$ cat src/rtl/assert_macros.svh
// ----------------------------------------------------------------------------
// assert_macros.svh
// shared concurrent assertion macros, compiled out for synthesis
// ----------------------------------------------------------------------------
`ifndef ASSERT_MACROS_SVH
`define ASSERT_MACROS_SVH
`ifndef SYNTHESIS
// property must hold at every clock edge out of reset
`define ASSERT_PROP(lbl, clk, rstn, prop, msg) \
    lbl: assert property (@(posedge clk) disable iff (!(rstn)) (prop)) else $error(msg);
// expression must never be true out of reset
`define ASSERT_NEVER(lbl, clk, rstn, expr, msg) \
    lbl: assert property (@(posedge clk) disable iff (!(rstn)) !(expr)) else $error(msg);
`else
`define ASSERT_PROP(lbl, clk, rstn, prop, msg)
`define ASSERT_NEVER(lbl, clk, rstn, expr, msg)
`endif
`endif

$ cat src/rtl/lecb_pkg.sv
// ----------------------------------------------------------------------------
// lecb_pkg
// shared types and constants of the line editor cursor buffer
// ----------------------------------------------------------------------------
package lecb_pkg;

    localparam int DEPTH  = 64;
    localparam int CNT_W  = $clog2(DEPTH + 1);
    localparam int ADDR_W = $clog2(DEPTH);
    localparam int APB_AW = 4;
    localparam int APB_DW = 32;

    typedef logic [CNT_W-1:0]  cnt_t;
    typedef logic [ADDR_W-1:0] addr_t;
    typedef logic [7:0]        char_t;

    // register word index (paddr[3:2])
    typedef enum logic [1:0] {
        REG_LEFT_KEY  = 2'd0,
        REG_RIGHT_KEY = 2'd1,
        REG_ERASE_KEY = 2'd2
    } reg_idx_t;

    localparam char_t LEFT_KEY_RST  = 8'd60;  // '<'
    localparam char_t RIGHT_KEY_RST = 8'd62;  // '>'
    localparam char_t ERASE_KEY_RST = 8'd45;  // '-'

    typedef enum logic [1:0] {
        KEY_LEFT,
        KEY_RIGHT,
        KEY_ERASE,
        KEY_INSERT
    } key_kind_t;

    typedef struct packed {
        char_t left_code;
        char_t right_code;
        char_t erase_code;
    } cfg_t;

    typedef struct packed {
        logic lc_inc;
        logic lc_dec;
        logic rc_inc;
        logic rc_dec;
        logic wr_left_key;
        logic wr_left_move;
        logic wr_right_move;
        logic rd_left_top;
        logic rd_right_top;
        logic set_ovf;
        logic fp_clr;
        logic fp_inc;
        logic fl_rd;
        logic out_load;
        logic out_empty;
        logic clr_all;
    } dp_cmd_t;

    typedef struct packed {
        key_kind_t kind;
        logic      lc_zero;
        logic      rc_zero;
        logic      lc_full;
        logic      rc_full;
        logic      full;
        logic      empty;
        logic      fl_last;
        logic      out_free;
    } dp_status_t;

endpackage

$ cat src/rtl/lecb_regs.sv
// ----------------------------------------------------------------------------
// lecb_regs
// apb register file holding the three editing key codes
// ----------------------------------------------------------------------------
module lecb_regs import lecb_pkg::*; (
    input  logic              aclk,
    input  logic              aresetn,
    input  logic              psel,
    input  logic              penable,
    input  logic              pwrite,
    input  logic [APB_AW-1:0] paddr,
    input  logic [APB_DW-1:0] pwdata,
    output logic [APB_DW-1:0] prdata,
    output logic              pready,
    output cfg_t              cfg
);

    cfg_t cfg_reg;
    logic wr_en;
    logic [1:0] idx;

    assign pready = 1'b1;
    assign wr_en  = psel & penable & pwrite & pready;
    assign idx    = paddr[3:2];
    assign cfg    = cfg_reg;

    always_ff @(posedge aclk) begin
        if (!aresetn) begin
            cfg_reg.left_code  <= LEFT_KEY_RST;
            cfg_reg.right_code <= RIGHT_KEY_RST;
            cfg_reg.erase_code <= ERASE_KEY_RST;
        end else if (wr_en) begin
            unique case (idx)
                REG_LEFT_KEY:  cfg_reg.left_code  <= pwdata[7:0];
                REG_RIGHT_KEY: cfg_reg.right_code <= pwdata[7:0];
                REG_ERASE_KEY: cfg_reg.erase_code <= pwdata[7:0];
                default: ;
            endcase
        end
    end

    always_comb begin
        prdata = '0;
        unique case (idx)
            REG_LEFT_KEY:  prdata[7:0] = cfg_reg.left_code;
            REG_RIGHT_KEY: prdata[7:0] = cfg_reg.right_code;
            REG_ERASE_KEY: prdata[7:0] = cfg_reg.erase_code;
            default:       prdata      = '0;
        endcase
    end

endmodule

$ cat src/rtl/lecb_ctrl.sv
// ----------------------------------------------------------------------------
// lecb_ctrl
// sequencer for key requests and line flushes
// ----------------------------------------------------------------------------
module lecb_ctrl import lecb_pkg::*; (
    input  logic       aclk,
    input  logic       aresetn,
    input  logic       s_tvalid,
    input  logic       req_type,
    output logic       s_tready,
    input  dp_status_t sts,
    output dp_cmd_t    cmd
);

    typedef enum logic [2:0] {
        ST_IDLE,
        ST_MOVE_L,
        ST_MOVE_R,
        ST_FL_RD,
        ST_FL_LD,
        ST_FL_EMPTY
    } state_t;

    state_t state_reg, state_next;
    logic   ready_reg;
    logic   accept;

    assign s_tready = ready_reg;
    assign accept   = s_tvalid & ready_reg;

    always_comb begin
        cmd        = '0;
        state_next = state_reg;
        unique case (state_reg)
            ST_IDLE: begin
                if (accept) begin
                    if (req_type) begin
                        cmd.fp_clr = 1'b1;
                        state_next = sts.empty ? ST_FL_EMPTY : ST_FL_RD;
                    end else begin
                        unique case (sts.kind)
                            KEY_LEFT: begin
                                if (!sts.lc_zero && !sts.rc_full) begin
                                    cmd.rd_left_top = 1'b1;
                                    cmd.lc_dec      = 1'b1;
                                    state_next      = ST_MOVE_L;
                                end
                            end
                            KEY_RIGHT: begin
                                if (!sts.rc_zero && !sts.lc_full) begin
                                    cmd.rd_right_top = 1'b1;
                                    cmd.rc_dec       = 1'b1;
                                    state_next       = ST_MOVE_R;
                                end
                            end
                            KEY_ERASE: begin
                                cmd.lc_dec = !sts.lc_zero;
                            end
                            KEY_INSERT: begin
                                if (!sts.full && !sts.lc_full) begin
                                    cmd.wr_left_key = 1'b1;
                                    cmd.lc_inc      = 1'b1;
                                end else begin
                                    cmd.set_ovf = 1'b1;
                                end
                            end
                        endcase
                    end
                end
            end
            ST_MOVE_L: begin
                cmd.wr_right_move = 1'b1;
                cmd.rc_inc        = 1'b1;
                state_next        = ST_IDLE;
            end
            ST_MOVE_R: begin
                cmd.wr_left_move = 1'b1;
                cmd.lc_inc       = 1'b1;
                state_next       = ST_IDLE;
            end
            ST_FL_RD: begin
                cmd.fl_rd  = 1'b1;
                state_next = ST_FL_LD;
            end
            ST_FL_LD: begin
                if (sts.out_free) begin
                    cmd.out_load = 1'b1;
                    if (sts.fl_last) begin
                        cmd.clr_all = 1'b1;
                        state_next  = ST_IDLE;
                    end else begin
                        cmd.fp_inc = 1'b1;
                        state_next = ST_FL_RD;
                    end
                end
            end
            ST_FL_EMPTY: begin
                if (sts.out_free) begin
                    cmd.out_load  = 1'b1;
                    cmd.out_empty = 1'b1;
                    cmd.clr_all   = 1'b1;
                    state_next    = ST_IDLE;
                end
            end
            default: state_next = ST_IDLE;
        endcase
    end

    always_ff @(posedge aclk) begin
        if (!aresetn) begin
            state_reg <= ST_IDLE;
            ready_reg <= 1'b0;
        end else begin
            state_reg <= state_next;
            ready_reg <= (state_next == ST_IDLE);
        end
    end

endmodule

$ cat src/rtl/lecb_dp.sv
// ----------------------------------------------------------------------------
// lecb_dp
// two character stacks, their counts and the result register
// ----------------------------------------------------------------------------
`include "assert_macros.svh"

module lecb_dp import lecb_pkg::*; (
    input  logic       aclk,
    input  logic       aresetn,
    input  cfg_t       cfg,
    input  char_t      key_byte,
    input  dp_cmd_t    cmd,
    output dp_status_t sts,
    output logic       m_tvalid,
    input  logic       m_tready,
    output char_t      out_char,
    output logic       is_last,
    output logic       empty_line,
    output logic       overflowed
);

    char_t left_mem  [DEPTH];
    char_t right_mem [DEPTH];
    char_t left_rd_reg, right_rd_reg;

    cnt_t lc_reg, lc_next, rc_reg, rc_next, fp_reg, fp_next;
    logic ovf_reg, ovf_next;
    cnt_t total, lc_m1, rc_m1, rev_idx, fp_p1;
    logic fl_left;
    key_kind_t kind_dec;

    char_t out_char_reg;
    logic  last_reg, empty_reg, ovf_out_reg, valid_reg;

    logic  left_we, left_re, right_we, right_re;
    addr_t left_waddr, left_raddr, right_waddr, right_raddr;
    char_t left_wdata;

    assign total   = lc_reg + rc_reg;
    assign lc_m1   = lc_reg - cnt_t'(1);
    assign rc_m1   = rc_reg - cnt_t'(1);
    assign fp_p1   = fp_reg + cnt_t'(1);
    assign rev_idx = total - fp_p1;       // right stack is read top-down
    assign fl_left = fp_reg < lc_reg;

    // key decode, first match wins
    always_comb begin
        priority if (key_byte == cfg.left_code)  kind_dec = KEY_LEFT;
        else if (key_byte == cfg.right_code)     kind_dec = KEY_RIGHT;
        else if (key_byte == cfg.erase_code)     kind_dec = KEY_ERASE;
        else                                     kind_dec = KEY_INSERT;
    end

    assign sts.kind     = kind_dec;
    assign sts.lc_zero  = (lc_reg == '0);
    assign sts.rc_zero  = (rc_reg == '0);
    assign sts.lc_full  = (lc_reg == cnt_t'(DEPTH));
    assign sts.rc_full  = (rc_reg == cnt_t'(DEPTH));
    assign sts.full     = (total == cnt_t'(DEPTH));
    assign sts.empty    = (total == '0);
    assign sts.fl_last  = (fp_p1 == total);
    assign sts.out_free = !valid_reg || m_tready;

    // left stack port
    assign left_we    = cmd.wr_left_key | cmd.wr_left_move;
    assign left_waddr = lc_reg[ADDR_W-1:0];
    assign left_wdata = cmd.wr_left_key ? key_byte : right_rd_reg;
    assign left_re    = cmd.rd_left_top | (cmd.fl_rd & fl_left);
    assign left_raddr = cmd.rd_left_top ? lc_m1[ADDR_W-1:0] : fp_reg[ADDR_W-1:0];

    // right stack port
    assign right_we    = cmd.wr_right_move;
    assign right_waddr = rc_reg[ADDR_W-1:0];
    assign right_re    = cmd.rd_right_top | (cmd.fl_rd & !fl_left);
    assign right_raddr = cmd.rd_right_top ? rc_m1[ADDR_W-1:0] : rev_idx[ADDR_W-1:0];

    always_ff @(posedge aclk) begin
        if (left_we) begin
            left_mem[left_waddr] <= left_wdata;
        end
        if (left_re) begin
            left_rd_reg <= left_mem[left_raddr];
        end
    end

    always_ff @(posedge aclk) begin
        if (right_we) begin
            right_mem[right_waddr] <= left_rd_reg;
        end
        if (right_re) begin
            right_rd_reg <= right_mem[right_raddr];
        end
    end

    always_comb begin
        lc_next  = lc_reg;
        rc_next  = rc_reg;
        fp_next  = fp_reg;
        ovf_next = ovf_reg | cmd.set_ovf;
        if (cmd.lc_inc) lc_next = lc_reg + cnt_t'(1);
        if (cmd.lc_dec) lc_next = lc_m1;
        if (cmd.rc_inc) rc_next = rc_reg + cnt_t'(1);
        if (cmd.rc_dec) rc_next = rc_m1;
        if (cmd.fp_clr) fp_next = '0;
        if (cmd.fp_inc) fp_next = fp_p1;
        if (cmd.clr_all) begin
            lc_next  = '0;
            rc_next  = '0;
            ovf_next = 1'b0;
        end
    end

    always_ff @(posedge aclk) begin
        if (!aresetn) begin
            lc_reg    <= '0;
            rc_reg    <= '0;
            fp_reg    <= '0;
            ovf_reg   <= 1'b0;
            valid_reg <= 1'b0;
        end else begin
            lc_reg  <= lc_next;
            rc_reg  <= rc_next;
            fp_reg  <= fp_next;
            ovf_reg <= ovf_next;
            if (cmd.out_load) begin
                valid_reg <= 1'b1;
            end else if (m_tready) begin
                valid_reg <= 1'b0;
            end
        end
    end

    always_ff @(posedge aclk) begin
        if (cmd.out_load) begin
            out_char_reg <= cmd.out_empty ? '0 : (fl_left ? left_rd_reg : right_rd_reg);
            last_reg     <= cmd.out_empty | sts.fl_last;
            empty_reg    <= cmd.out_empty;
            ovf_out_reg  <= ovf_reg;
        end
    end

    assign m_tvalid   = valid_reg;
    assign out_char   = out_char_reg;
    assign is_last    = last_reg;
    assign empty_line = empty_reg;
    assign overflowed = ovf_out_reg;

    `ASSERT_PROP(a_cnt_bound, aclk, aresetn, ({1'b0, lc_reg} + {1'b0, rc_reg}) <= (CNT_W+1)'(DEPTH), "stack counts exceed depth")
    `ASSERT_PROP(a_clr_done, aclk, aresetn, cmd.clr_all |=> (lc_reg == '0 && rc_reg == '0 && !ovf_reg), "flush did not clear buffer")
    `ASSERT_NEVER(a_load_busy, aclk, aresetn, cmd.out_load && valid_reg && !m_tready, "result overwritten while stalled")
    `ASSERT_PROP(a_ovf_full, aclk, aresetn, cmd.set_ovf |-> (sts.full || sts.lc_full), "overflow set below capacity")

endmodule

$ cat src/rtl/line_editor_cursor_buffer.sv
// ----------------------------------------------------------------------------
// line_editor_cursor_buffer
// keystroke line editor kept as a gap buffer of two character stacks
// ----------------------------------------------------------------------------
// usage:
//   s_ channel takes one request per handshake: s_tuser[0] = 0 applies the
//   key byte in s_tdata[7:0] (cursor left, cursor right, erase, or insert),
//   s_tuser[0] = 1 flushes the line and clears the buffer
//   m_ channel returns the flushed line left to right, one character per
//   request, m_tlast on the final one; an empty line gives one request with
//   character zero and the empty flag set
//   apb port at byte addresses 0, 4, 8 holds the left, right and erase codes
// steps:
//   insert and erase complete in the idle state; a cursor move does a
//   registered read of one stack, then a write of the other; a flush reads
//   each character from stack memory into a register, then loads it into
//   the result register (an empty line loads a single zero character)
// reset drops the line, clears the overflow flag and restores the default
// key codes; while the receiver stalls the result register holds and the
// flush pauses; the next request is taken as soon as the last result is
// loaded, even if it still waits to be taken
// ----------------------------------------------------------------------------
module line_editor_cursor_buffer import lecb_pkg::*; (
    input  logic              aclk,
    input  logic              aresetn,
    // request channel
    input  logic              s_tvalid,
    output logic              s_tready,
    input  logic [7:0]        s_tdata,   // [7:0] key_byte
    input  logic [0:0]        s_tuser,   // [0] req_type
    // result channel
    output logic              m_tvalid,
    input  logic              m_tready,
    output logic [7:0]        m_tdata,   // [7:0] out_char
    output logic              m_tlast,   // is_last
    output logic [1:0]        m_tuser,   // [0] empty_line, [1] overflowed
    // configuration
    input  logic              psel,
    input  logic              penable,
    input  logic              pwrite,
    input  logic [APB_AW-1:0] paddr,
    input  logic [APB_DW-1:0] pwdata,
    output logic [APB_DW-1:0] prdata,
    output logic              pready
);

    cfg_t       cfg;
    dp_cmd_t    cmd;
    dp_status_t sts;
    logic       empty_line, overflowed;

    // key code registers
    lecb_regs u_regs (
        .aclk    (aclk),
        .aresetn (aresetn),
        .psel    (psel),
        .penable (penable),
        .pwrite  (pwrite),
        .paddr   (paddr),
        .pwdata  (pwdata),
        .prdata  (prdata),
        .pready  (pready),
        .cfg     (cfg)
    );

    // sequencer: decides per request which stack operations run
    lecb_ctrl u_ctrl (
        .aclk     (aclk),
        .aresetn  (aresetn),
        .s_tvalid (s_tvalid),
        .req_type (s_tuser[0]),
        .s_tready (s_tready),
        .sts      (sts),
        .cmd      (cmd)
    );

    // stacks, counts and result register
    lecb_dp u_dp (
        .aclk       (aclk),
        .aresetn    (aresetn),
        .cfg        (cfg),
        .key_byte   (s_tdata),
        .cmd        (cmd),
        .sts        (sts),
        .m_tvalid   (m_tvalid),
        .m_tready   (m_tready),
        .out_char   (m_tdata),
        .is_last    (m_tlast),
        .empty_line (empty_line),
        .overflowed (overflowed)
    );

    assign m_tuser = {overflowed, empty_line};

endmodule

$ cat config.mk
export PLATFORM = sky130hd
export DESIGN_NAME = line_editor_cursor_buffer
export DESIGN_NICKNAME = d
export VERILOG_FILES = /design/src/rtl/lecb_pkg.sv /design/src/rtl/lecb_regs.sv /design/src/rtl/lecb_ctrl.sv /design/src/rtl/lecb_dp.sv /design/src/rtl/line_editor_cursor_buffer.sv
export VERILOG_INCLUDE_DIRS = /design/src /design/src/rtl
export SDC_FILE = /design/constraint.sdc
export NUM_CORES = 2
export LEC_CHECK = 0
export BUFFER_PORTS_ARGS = -buffer_cell sky130_fd_sc_hd__clkbuf_2
export CORE_ASPECT_RATIO = 1.75
export CORE_MARGIN = 2
export CORE_UTILIZATION = 45
export DETAILED_ROUTE_END_ITERATION = 8
export PLACE_DENSITY = 0.72
export SKIP_LAST_GASP = 1
export SLEW_MARGIN = 0
export SYNTH_ARGS = -nofsm -noshare
export SYNTH_HDL_FRONTEND = slang
export SYNTH_HIERARCHICAL = 1
export SYNTH_SLANG_ARGS = --single-unit
$ cat constraint.sdc
create_clock -name aclk -period 14.19 [get_ports aclk]
set_clock_uncertainty 0.1 [all_clocks]
set_input_delay 4.257 -clock aclk [delete_from_list [all_inputs] [get_ports aclk]]
set_output_delay 4.257 -clock aclk [all_outputs]
set_load 0.02 [all_outputs]
==> impl_metrics.json <==
{
  "synth.area.top_cells": "edfxtp_1 69%, mux4_2 5.4%, nand2_1 4.1%",
  "p_clk_share_pct": 36.5,
  "syn_area_um2": 46100,
  "synth_edf_count": 1051,
  "drc_errors": 0,
  "grt_max_degree": 126,
  "rsz0062_at_grt": "false",
  "clk_latency_ps": 680,
  "critPathLaunchType": "input port",
  "worst-slew-pin-transition_ps": 991,
  "crit_slowest_cell": "and2b_2",
  "clock-sinks": 1102,
  "final_common_cell": "edfxtp_1",
  "post-route-min-period_ps": 9750,
  "cts-root-buf": "clkbuf_16",
  "clk_pin_slew_ps": 70,
  "core_um2": 102000,
  "dpl-instance-area_um2": 47500,
  "crit_family": "simple AND/OR/NAND/NOR gates",
  "drtIter0Drc": 2379,
  "worstPathMaxFanout": 13,
  "vias_per_cell": 5.75,
  "combPwrFrac_pct": 11.9,
  "fmax_mhz": 103,
  "antenna_found_initial": 0,
  "critPathBufInv": 2,
  "layout.nets": 3209,
  "drive_above_1_share_pct": 11.7,
  "arrival_ps": 5390,
  "power_density_nw_per_um2": 136,
  "synth_top_cell_by_area": "edfxtp_1",
  "yosysUniqueCellTypes": 77,
  "grt_pass1_vias": 26236,
  "tns_ps": 0,
  "syn-instance-count": 3141,
  "cts_setup_buffers": 0,
  "crit_required_ps": 9830,
  "grt_pass1_wl_mm": 161,
  "final_cell_mix": "1051 x edfxtp_1, 507 x nand2_1, 209 x nand3_1, 183 x nor2_1, 155 x mux2i_1",
  "cap_violations": 0,
  "wl_mm": 107,
  "dpl.hpwl_mm": 68.1,
  "cts_buffer_depth": 3,
  "swShare_pct": 24.0,
  "synthFlopType": "edfxtp_1",
  "synth_seq_cells": 1102,
  "wire_per_inst_um": 23.6,
  "initial_core_util_pct": 45.2,
  "cts_tree": "yes",
  "cp_slowest_stage_delay_ps": 430,
  "port-buffer-count": 46,
  "gp_congestion": 0.837,
  "synth.avg_cell_area_um2": 14.7,
  "worstSetupPathType": "in -> out",
  "hold_viol_final": 0,
  "report.final.slew_viol_count": 0,
  "finalPower_mw": 6.87,
  "synth_seq_area_share_pct": 70.7,
  "hold_buffers": 0,
  "synthArstFlopShare_pct": 0,
  "htree_levels": 3,
  "outcome": "finished, final reports clean",
  "ys_warn_count": 6,
  "die_width_um": 246,
  "p_switching_mw": 1.65,
  "dieArea_um2": 105000,
  "synth_top_area_share_pct": 68.5,
  "grt_usage_pct": 20.5,
  "cts_resized": 0,
  "ios": 98,
  "num_rows": 155,
  "p_int_mw": 5.22,
  "timing.final.crit_share_pct": 68.7,
  "ir_drop_mv": 0.0804,
  "die_h_um": 427,
  "pwr-share-seq_pct": 51.6,
  "grt_overflow": 0,
  "stdcell_area_um2": 50400,
  "slew_headroom_pct": 33.6,
  "setup-violations-final": 0,
  "drt_pass1_iterations": 6,
  "crit_top_cell": "clkbuf_2",
  "hp-class": "reg -> reg",
  "ant_nets": 0,
  "p_leak_nw": 16.9,
  "synthToLayoutAreaGrowth_pct": 9.35,
  "vias": 26107,
  "worst_setup_path_end_kind": "primary output",
  "cts_buffers": 90,
  "path_cells": "clkbuf_2, and2b_2, nand2_1, o21ai_0, clkbuf_2",
  "fill_cells": 8329
}
worst paths after layout:
path	cells after the start	end	slack, ps	start
setup / recovery	5	prdata[3]	4440	paddr[2]
hold / removal	0	u_dp/overflowed	360	u_dp/ovf_reg
hold reg to reg	0	u_dp/overflowed	360	u_dp/ovf_reg
setup reg to reg	15	u_dp/right_rd_reg[2]	7760	u_dp/lc_reg[3]
synthesized netlist by cell type (all sizes together) (11+ instances only):
cell type  number
a211oi         94
a21o           15
a21oi          73
a311oi         41
a31oi          48
and3           72
buf           117
clkbuf        102
dfxtp          51
edfxtp       1051
ha             23
inv            30
mux2i         156
mux4          110
nand2         508
nand3         211
nand4          23
nor2          188
nor2b          27
nor3b          11
nor4           11
o21ai          23
xnor2          30
xor2           26
worst register-to-register path, stage by stage (launching register included):
cell,delay (ps)
dfxtp_1,620
clkinv_1,350
nand2_1,560
nor4_1,190
nor4b_1,430
and2_1,190
buf_4,310
or2_2,190
buf_4,340
and2_4,690
buf_12,470
mux4_2,600
mux2i_1,180
mux2i_1,170
mux2i_1,620
mux2i_1,150
stage by stage:
stage / util [%] / hold WS (ps) / std cells / setup slack (ps)
floorplan: - / 309 / 3164 / 4790
detailed placement: 46.6 / 339 / 4374 / 3990
finish: 49.5 / 364 / 4537 / 4440
CTS: 49.5 / 357 / 4536 / 4480
global route: 49.5 / 366 / 4536 / 4350
global placement: 46.6 / 322 / 4374 / 4060
power by group through the flow:
stage                     Sequential (mW)  Combinational, mW  Clock (mW)
after CTS                            3.54              0.819        2.55
after floorplan                      3.61              0.571           0
after detailed placement             3.62              0.816           0
final                                3.54              0.819        2.51
after global placement               3.62              0.804           0
after global routing                 3.54              0.873        2.67
cells by family (layout without fill, tap and decap cells):
family | after synthesis | after routing | share of synthesized area [%]
and+or+nand+nor | 1107 | 1107 | 11.0
DFF | 1102 | 1102 | 70.7
AOI/OAI and AO/OA | 325 | 325 | 4.85
muxes | 274 | 274 | 8.96
buffers and inverters | 250 | 288 | 2.70
xor gates and xnor gates | 56 | 56 | 1.06
adders and majority gates | 25 | 25 | 0.712
other | 2 | 26 | 0.0163
per-layer routing:
metal | wire length [um] | global-route usage [%] | vias to the layer above
li1 | - | - | 11833
met1 | 37000 | 22.1 | 13097
met2 | 59400 | 38.5 | 939
met3 | 5190 | 2.45 | 238
met4 | 5700 | 11.1 | 0
met5 | 0 | 0 | -
layout make-up:
class | count | area (um^2) | share of cell area [%]
antenna | 1 | 2.50 | 0.00497
clock buffer | 117 | 2420 | 4.80
clock inverter | 45 | 508 | 1.01
inverter | 31 | 116 | 0.231
multi-input combinational | 1812 | 12400 | 24.7
sequential | 1102 | 32600 | 64.7
tap | 1334 | 1670 | 3.31
timing repair buffer | 95 | 636 | 1.26
No activity file was read; power rests on OpenSTA's default activity.
